==> config.mk <==
export PLATFORM = sky130hd
export DESIGN_NAME = msb_cell
export DESIGN_NICKNAME = d
export VERILOG_FILES = /design/src/hdl/msb_pkg.sv /design/src/hdl/msb_cell.sv
export SDC_FILE = /design/constraint.sdc
export NUM_CORES = 1
export LEC_CHECK = 0
export ABC_AREA = 1
export BUFFER_PORTS_ARGS = -buffer_cell sky130_fd_sc_hd__buf_2
export CORE_UTILIZATION = 41
export DETAILED_ROUTE_END_ITERATION = 7
export PLACE_DENSITY_LB_ADDON = 0.08
export SKIP_CTS_REPAIR_TIMING = 1
export SLEW_MARGIN = 10
export SYNTH_ARGS = -nofsm -noshare
export SYNTH_HDL_FRONTEND = slang
export SYNTH_SLANG_ARGS = --single-unit
export TNS_END_PERCENT = 50
==> constraint.sdc <==
create_clock -name clk -period 2.5 [get_ports clk]
set_clock_uncertainty 0.15 [all_clocks]
set_input_delay 0.25 -clock clk [delete_from_list [all_inputs] [get_ports clk]]
set_output_delay 0.25 -clock clk [all_outputs]
set_load 0.01 [all_outputs]
==> src/hdl/msb_pkg.sv <==
package msb_pkg;

  localparam int DEPTH      = 64;
  localparam int DATA_WIDTH = 32;

  typedef logic signed [DATA_WIDTH-1:0] data_t;

  typedef struct packed {
    data_t value;
    logic  last;
  } in_t;

  typedef struct packed {
    data_t sorted_value;
    logic  final_res;
    logic  overflow;
  } out_t;

  // Broadcast to every cell in the same cycle.
  typedef struct packed {
    logic  insert;
    logic  shift;
    data_t value;
  } cmd_t;

  // What a cell shows its neighbors.
  typedef struct packed {
    logic  valid;
    logic  gt;
    data_t val;
  } link_t;

endpackage

==> src/hdl/msb_cell.sv <==
module msb_cell (
  input  logic          clk,
  input  logic          rst_n,
  input  msb_pkg::cmd_t cmd,
  input  msb_pkg::link_t left_link,
  input  msb_pkg::link_t right_link,
  output msb_pkg::link_t link
);

  logic          valid_r;
  logic          valid_nxt;
  msb_pkg::data_t val_r;
  msb_pkg::data_t val_nxt;
  logic          gt;

  // New word belongs at or before this slot.
  assign gt = !valid_r || (cmd.value < val_r);

  assign link.valid = valid_r;
  assign link.gt    = gt;
  assign link.val   = val_r;

  always_comb begin
    valid_nxt = valid_r;
    val_nxt   = val_r;
    if (cmd.insert) begin
      if (gt) begin
        if (left_link.gt) begin
          // open a gap to the left: take the neighbor's word
          val_nxt   = left_link.val;
          valid_nxt = valid_r | left_link.valid;
        end else begin
          val_nxt   = cmd.value;
          valid_nxt = 1'b1;
        end
      end
    end else if (cmd.shift) begin
      val_nxt   = right_link.val;
      valid_nxt = right_link.valid;
    end
  end

  always_ff @(posedge clk) begin
    if (!rst_n) begin
      valid_r <= 1'b0;
    end else begin
      valid_r <= valid_nxt;
    end
  end

  always_ff @(posedge clk) begin
    val_r <= val_nxt;
  end

endmodule

==> results.yml, run 1 <==
logic_synthesis:
  synth_area_leaders: "edfxtp_1, ha_1, o21ai_0, nand2_1, inv_1"
  synthAdderAreaFrac_pct: 15.3
  ys_types: 21
  synth_xor_area_share_pct: 0
  ys_warn_count: 0
  muxShareOfSynthArea_pct: 0
  synth_compound_area_share_pct: 16.7
  synth.avg_cell_area_sq_um: 7.69
  synth_top_family_by_area: "simple AND/OR/NAND/NOR gates"
  synth_top_cell_by_area: "edfxtp_1"
  synth_top_cell_area_share_pct: 38.0
  synthSimpleGateAreaFrac_pct: 20.0
  synth_area_sq_mm: 0.00253
  yosysSeqAreaShare_pct: 38.8
  synth-seq-cells: 33
  syn_inst: 329
  syn-num-nets: 464
power:
  powerDensity_mw_per_mm2: 494
  total_power_mw: 1.69
  p_leak_nw: 1.81
  peakVddDrop_mv: 0.330
timing:
  tns_ns: 0
  period_minus_slack_ns: 2.33
  fmax_ghz: 0.429
  post-route-period-util_pct: 93.2
  worstMarginPinSlew_ns: 0.611
  slew_violations: 0
  setup_violations: 0
  rsz0062_at_grt: "false"
  setup_slack_ns: 0.170
  finalHoldViolations: 0
  max_slew_margin_pct: 59.2
  hold_ws_ns: 0.0697
routing:
  dr.pass1.iters: 4
  wl_per_cell_um: 12.7
  drtIter0Drc: 94
  antenna_left: 0
  drcViolationCount: 0
  via_per_inst: 4.84
  vias: 2615
  wirelength_um: 6840
placement:
  place.port_buffers: 136
  gp_congestion: 0.758
  place_ws_ns: 0.161
  dp_hpwl_um: 5060
run_status:
  outcome: "completed"
die:
  initial_core_util_pct: 42.8
  die_area_sq_mm: 0.00649
  die_w_um: 80.6
  pin_count: 138
  fp-row-count: 28
  core_area_sq_mm: 0.00592
  die_height_um: 80.6
cts:
  cts_buffers: 5
  clkTransAtPathRegs_ns: 0.07
  ctsLongestPathBuffers: 2
  root_buffer: "clkbuf_8"
  cts_tree: "done"
  h-tree-depth: 2
  insertion_delay_ns: 0.29
  clkSinkCount: 33
worst_setup_path:
  required_ns: 2.10
  critical_path_class: "flip-flop to output port"
  end_kind: "output port"
  arrival_ns: 1.93
  cp_max_fo: 2
  worst_setup_path_start_kind: "flip-flop"
hold_path:
  hold_path.class: "input port to flip-flop"
grt:
  grt_start_max_net_pins: 35
  grt_usage_pct: 21.8
  grt_antenna_before_repair: 0
  grt_overflow: 0
  grt_pass1_wl_um: 10600
  grt_pass1_vias: 2374
flow_run:
  maxCapViolCount: 0
final_layout:
  final_cell_mix: "buf_2, nand2_1, o21ai_0, inv_1, nor2_1"
  nets: 599
  final_common_cell: "buf_2"
  drive_above_1_share_pct: 34.6
  final_util_pct: 57.8
  syn2layout_area_growth_pct: 35.3
  n_antenna_cell: 0
==> logic make-up after synthesis <==
group                      Yosys count
AOI/OAI and AO/OA                   83
adders and majority gates           31
buffers and inverters               60
DFF                                 33
and+or+nand+nor                    122
==> sequential cells by signal (all words and copies together), names as in the netlist <==
register,flops
val_r,32
valid_r,1
==> stage by stage <==
stage / std cells / area, sq um
6_report: 540 / 3420
2_1_floorplan: 329 / 2530
4_1_cts: 540 / 3420
3_3_place_gp: 532 / 3330
5_1_grt: 540 / 3420
3_5_place_dp: 532 / 3330
==> cells in the mapped netlist, drive strengths merged <==
master and n:
buf 2, edfxtp 32, nand3 8, clkbuf 12, and2 1, inv 46
nand4 2, ha 31, nor2 43, o21ai 69, a21oi 14, nor3 2
dfxtp 1, nand2 66
==> worst max-delay path: stages (launching register included) <==
cell,delay (ns)
edfxtp_1,0.39
inv_1,0.07
ha_1,0.23
a21oi_1,0.15
nor2_1,0.07
nor2_2,0.09
nand3_1,0.09
a21oi_1,0.18
nand3_1,0.14
nand3_1,0.10
buf_2,0.14
==> report_power, final <==
part	total, mW	internal (mW)	switching (mW)
sequential	0.721	0.691	0.0299
combinational	0.545	0.240	0.304
clock	0.426	0.225	0.201
total	1.69	1.16	0.535
==> layout make-up <==
cell class	count	area [sq um]
inverters	46	173
flip-flops and latches	33	981
clock buffers	8	90.1
well taps	75	93.8
repair buffers	142	763
fillers	578	2500
multi-input cells	236	1320
==> metal layers <==
layer | track usage, % | vias to the layer above | wire length, um
met1 | 26.1 | 1159 | 3070
met5 | 0 | - | 0
met2 | 37.8 | 86 | 3230
met4 | 7.14 | 0 | 92
li1 | - | 1361 | -
met3 | 5.34 | 9 | 452
==> final timing paths <==
check / start / endpoint / slack [ns] / cells after the start
worst max-delay path: val_r[21] / link[32] / 0.17 / 10
worst min-delay path: rst_n / valid_r / 0.07 / 5
worst max register to register: val_r[21] / val_r[9] / 0.19 / 11
worst min register to register: valid_r / valid_r / 0.48 / 4
No activity file was read; power rests on OpenSTA's default activity.
==> run 2: changes to the inputs <==
--- a/config.mk
+++ b/config.mk
@@ -9,6 +9,7 @@
 export BUFFER_PORTS_ARGS = -buffer_cell sky130_fd_sc_hd__buf_2
 export CORE_UTILIZATION = 41
 export DETAILED_ROUTE_END_ITERATION = 7
+export MAX_ROUTING_LAYER = met4
 export PLACE_DENSITY_LB_ADDON = 0.08
 export SKIP_CTS_REPAIR_TIMING = 1
 export SLEW_MARGIN = 10
==> constraint.sdc (replaced) <==
create_clock -name clk -period 2.5 [get_ports clk]
set_clock_uncertainty 0.15 [all_clocks]
set_input_delay 0.375 -clock clk [delete_from_list [all_inputs] [get_ports clk]]
set_output_delay 0.375 -clock clk [all_outputs]
set_load 0.01 [all_outputs]
==> run 2 against run 1 <==
First-iteration DRC count fell by 5.3%. Highest routed layer unchanged. Sequential share of layout area fell by 0.69 points. Power rose by 0.78%. Die area did not move. Non-clock buffer count rose by 3. Largest power group unchanged. Core utilization rose by 1.4 points. Register-to-register slack got worse by 0.04 ns. Largest cell class unchanged. Fmax fell by 5.1%. Critical path type unchanged.
==> results.yml, run 2 (synthesis gave the netlist of run 1 again) <==
routing:
  wl_per_cell_um: 12.8
  drtIter0Drc: 89
  drcViolationCount: 0
  via_per_inst: 4.86
  antenna_left: 0
  vias: 2640
  wirelength_um: 6950
  dr.pass1.iters: 4
die:
  pin_count: 138
  fp-row-count: 28
  core_area_sq_mm: 0.00592
  die_height_um: 80.6
  die_area_sq_mm: 0.00649
  initial_core_util_pct: 42.8
  die_w_um: 80.6
timing:
  post-route-period-util_pct: 98.2
  setup_slack_ns: 0.0439
  period_minus_slack_ns: 2.46
  hold_ws_ns: 0.211
  slew_violations: 0
  setup_violations: 0
  finalHoldViolations: 0
  max_slew_margin_pct: 59.4
  worstMarginPinSlew_ns: 0.610
  tns_ns: 0
  rsz0062_at_grt: "true"
  fmax_ghz: 0.407
power:
  intPower_mw: 1.15
  p_comb_share_pct: 34.4
  p_leak_nw: 1.83
  seqPwrFrac_pct: 42.3
  powerDensity_mw_per_mm2: 486
  swShare_pct: 32.4
  power_switching_uw: 553
  peakVddDrop_mv: 0.264
  p_clk_share_pct: 23.2
worst_setup_path:
  arrival_ns: 1.93
  required_ns: 1.98
  worst_setup_path_start_kind: "flip-flop"
  critical_path_class: "flip-flop to output port"
  end_kind: "output port"
  cp_max_fo: 2
final_layout:
  final_util_pct: 59.3
  final_common_cell: "buf_2"
  top_regs: "val_r (32), valid_r (1)"
  nets: 602
  syn2layout_area_growth_pct: 38.7
  fin_area_sq_mm: 0.00351
  final_cell_mix: "buf_2, o21ai_0, nand2_1, inv_1, nor2_1"
  largest_reg_flops: 32
  drive_above_1_share_pct: 38.2
  regMostFlops: "val_r"
  n_antenna_cell: 0
  fill_cells: 570
cts:
  insertion_delay_ns: 0.28
  root_buffer: "clkbuf_8"
  cts_buffers: 5
  h-tree-depth: 2
  clkTransAtPathRegs_ns: 0.07
  clkSinkCount: 33
  ctsLongestPathBuffers: 2
  cts_tree: "done"
grt:
  grt_overflow: 0
  grt_pass1_wl_um: 10700
  grt_pass1_vias: 2409
  grt_usage_pct: 22.3
  grt_start_max_net_pins: 35
  grt_antenna_before_repair: 0
placement:
  place.port_buffers: 136
  gp_congestion: 0.800
  dpl_cell_area_sq_mm: 0.00332
  place_ws_ns: 0.0412
  dp_hpwl_um: 5080
flow_run:
  maxCapViolCount: 0
run_status:
  outcome: "completed"
hold_path:
  hold_path.class: "input port to flip-flop"
-- run 2: per-layer routing --
layer	wire, um	global-route usage [%]	vias to the layer above
met5	0	-	-
met3	471	5.11	4
met2	3430	38.7	103
met1	3010	26.0	1167
li1	-	-	1366
met4	43	5.54	0
-- run 2: worst paths after layout --
check,start,end,slack (ns),cells past startpoint
setup / recovery,val_r[21],link[32],0.04,11
hold / removal,rst_n,valid_r,0.21,5
setup reg to reg,val_r[21],val_r[23],0.15,11
hold reg to reg,valid_r,valid_r,0.49,4
-- run 2: through the flow --
step / total power, mW / cells
6_report: 1.70 / 543
5_1_grt: 1.83 / 543
4_1_cts: 1.68 / 541
3_5_place_dp: 1.28 / 533
3_3_place_gp: 1.27 / 533
2_1_floorplan: 1.04 / 329
-- run 2: area by class of cell --
| cell class | count | area [sq um] | share of cell area (%) |
|---|---|---|---|
| well taps | 75 | 93.8 | 2.67 |
| inverters | 46 | 173 | 4.92 |
| flip-flops and latches | 33 | 981 | 28.0 |
| repair buffers | 145 | 779 | 22.2 |
| clock buffers | 8 | 80.1 | 2.28 |
| multi-input cells | 236 | 1400 | 40.0 |
-- run 2: power groups by stage --
stage	combinational [mW]	sequential [mW]	clock (mW)
after CTS	0.549	0.721	0.407
after detailed placement	0.545	0.733	0
after floorplan	0.272	0.767	0
after global placement	0.534	0.731	0
after global routing	0.667	0.730	0.432
final	0.587	0.721	0.396
-- run 2: worst max-delay path, stage by stage, from the launching register on --
cell and delay, ns:
edfxtp_1 0.39, inv_1 0.07, ha_1 0.23, a21oi_1 0.15
nor2_1 0.07, nor2_2 0.11, nand3_2 0.12, a21oi_4 0.18
nand2_2 0.07, nand2_2 0.08, nand3_2 0.06, buf_6 0.13
==> run 3: changes to the inputs <==
--- a/config.mk
+++ b/config.mk
@@ -7,10 +7,12 @@
 export LEC_CHECK = 0
 export ABC_AREA = 1
 export BUFFER_PORTS_ARGS = -buffer_cell sky130_fd_sc_hd__buf_2
+export CORE_MARGIN = 4
 export CORE_UTILIZATION = 41
 export DETAILED_ROUTE_END_ITERATION = 7
 export MAX_ROUTING_LAYER = met4
 export PLACE_DENSITY_LB_ADDON = 0.08
+export RECOVER_POWER = 100
 export SKIP_CTS_REPAIR_TIMING = 1
 export SLEW_MARGIN = 10
 export SYNTH_ARGS = -nofsm -noshare
==> run 3 against run 2 <==
Cell area is 0.18% lower. Highest routed layer unchanged. Power is 0.63% lower. Die area is 15% higher. Global-route usage is 3.1 points lower. Clock-buffer cell count stayed put. Cell count is 0.37% higher. Combinational power is 2% lower. Register-to-register slack better by 0.02 ns. Clock power is 1% lower. First-iteration DRC count is 2.2% lower. Worst setup slack better by 0.045 ns. Hold slack better by 0.013 ns.
==> results.yml, run 3 (synthesis gave the netlist of run 1 again) <==
run_status:
  outcome: "completed"
placement:
  gp_congestion: 0.788
  place.port_buffers: 136
  place_ws_ns: 0.0599
  dpl_cell_area_sq_mm: 0.00332
  dp_cells: 533
  dp_hpwl_um: 5480
grt:
  top_usage_layer: "met2"
  grt_overflow: 0
  grt_antenna_before_repair: 0
  grt_pass1_vias: 2488
  use_met2_pct: 31.7
  use_met3_pct: 4.94
  grt_start_max_net_pins: 33
  grt_usage_pct: 19.2
  grt_util_met1_pct: 23.5
  grt_pass1_wl_um: 11200
timing:
  rsz0062_at_grt: "true"
  worstMarginPinSlew_ns: 0.731
  tns_ns: 0
  setup_slack_ns: 0.0893
  finalHoldViolations: 0
  period_minus_slack_ns: 2.41
  max_slew_margin_pct: 51.2
  post-route-period-util_pct: 96.4
  fmax_ghz: 0.415
  slew_violations: 0
  setup_violations: 0
cts:
  cts_tree: "done"
  clkTransAtPathRegs_ns: 0.07
  ctsLongestPathBuffers: 2
  root_buffer: "clkbuf_8"
  insertion_delay_ns: 0.28
  cts_buffers: 5
  h-tree-depth: 2
  clkSinkCount: 33
worst_setup_path:
  worst_path_max_delay_cell: "edfxtp_1"
  worst_setup_path_start_kind: "flip-flop"
  arrival_ns: 1.89
  critical-path-max-stage-delay_ns: 0.38
  end_kind: "output port"
  cp_max_fo: 2
  worstPathCellList: "inv_1, ha_1, a21oi_1, o21ai_1, nand2_1, nand3_2, a21oi_2, nand2_1, nand2_2, nand3_1, buf_2"
  crit_path_frequent_cell: "nand2_1"
  required_ns: 1.98
  r2r_cells: 13
  critical_path_class: "flip-flop to output port"
die:
  pin_count: 138
  die_area_sq_mm: 0.00749
  initial_core_util_pct: 42.5
  core_area_sq_mm: 0.00596
  die_height_um: 86.6
  die_w_um: 86.6
  fp-row-count: 28
final_layout:
  syn2layout_area_growth_pct: 38.4
  final_cell_mix: "buf_2, o21ai_0, nand2_1, inv_1, nor2_1"
  fin_cells: 545
  largest_reg_flops: 32
  regMostFlops: "val_r"
  final_common_cell: "buf_2"
  nets: 604
  fin_area_sq_mm: 0.00350
  n_antenna_cell: 0
  top_regs: "val_r (32), valid_r (1)"
  drive_above_1_share_pct: 32.6
hold_path:
  hold_path.class: "input port to flip-flop"
  hold_depth: 3
routing:
  wirelength_um: 7170
  dr.pass1.iters: 4
  vias: 2645
  via_per_inst: 4.85
  drcViolationCount: 0
  wl_per_cell_um: 13.2
  antenna_left: 0
  drtIter0Drc: 87
power:
  total_power_mw: 1.69
  p_leak_nw: 1.75
  peakVddDrop_mv: 0.228
  powerDensity_mw_per_mm2: 483
flow_run:
  maxCapViolCount: 0
run 3: final cells by class:
cell class | instances | area, sq um
clock buffer | 8 | 80.1
fill | 611 | 2450
inverter | 46 | 173
multi-input combinational | 236 | 1430
sequential | 33 | 981
tap | 75 | 93.8
timing repair buffer | 147 | 748
run 3: final timing paths:
check | start | end | slack, ns
hold / removal | right_link[18] | val_r[18] | 0.22
setup reg to reg | val_r[19] | val_r[27] | 0.17
hold reg to reg | valid_r | valid_r | 0.48
setup / recovery | val_r[19] | link[32] | 0.09
run 3: through the flow:
step,utilization (%),hold WS (ns)
after floorplan,-,0.402
after global placement,55.8,0.464
after detailed placement,55.8,0.468
after CTS,57.2,0.208
after global routing,58.8,0.225
final,58.8,0.224
run 3: routing by layer:
| metal | routed length, um | vias up |
|---|---|---|
| met1 | 3030 | 1170 |
| met2 | 3410 | 95 |
| met4 | 69 | 0 |
| met3 | 661 | 7 |
| li1 | - | 1373 |
| met5 | 0 | - |
run 3: worst max-delay path: cells and delay by family, from the launching register on:
kind                       cells  cell delay, ns
AOI/OAI and AO/OA              3            0.40
DFF                            1            0.38
and+or+nand+nor                5            0.37
adders and majority gates      1            0.23
buffers and inverters          2            0.23
run 3: power by group:
| group | leakage (nW) | switching [mW] | total, mW | internal, mW |
|---|---|---|---|---|
| combinational | 1.38 | 0.321 | 0.576 | 0.255 |
| clock | 0.0395 | 0.194 | 0.392 | 0.198 |
| sequential | 0.334 | 0.0340 | 0.726 | 0.692 |
| total | 1.75 | 0.549 | 1.69 | 1.15 |
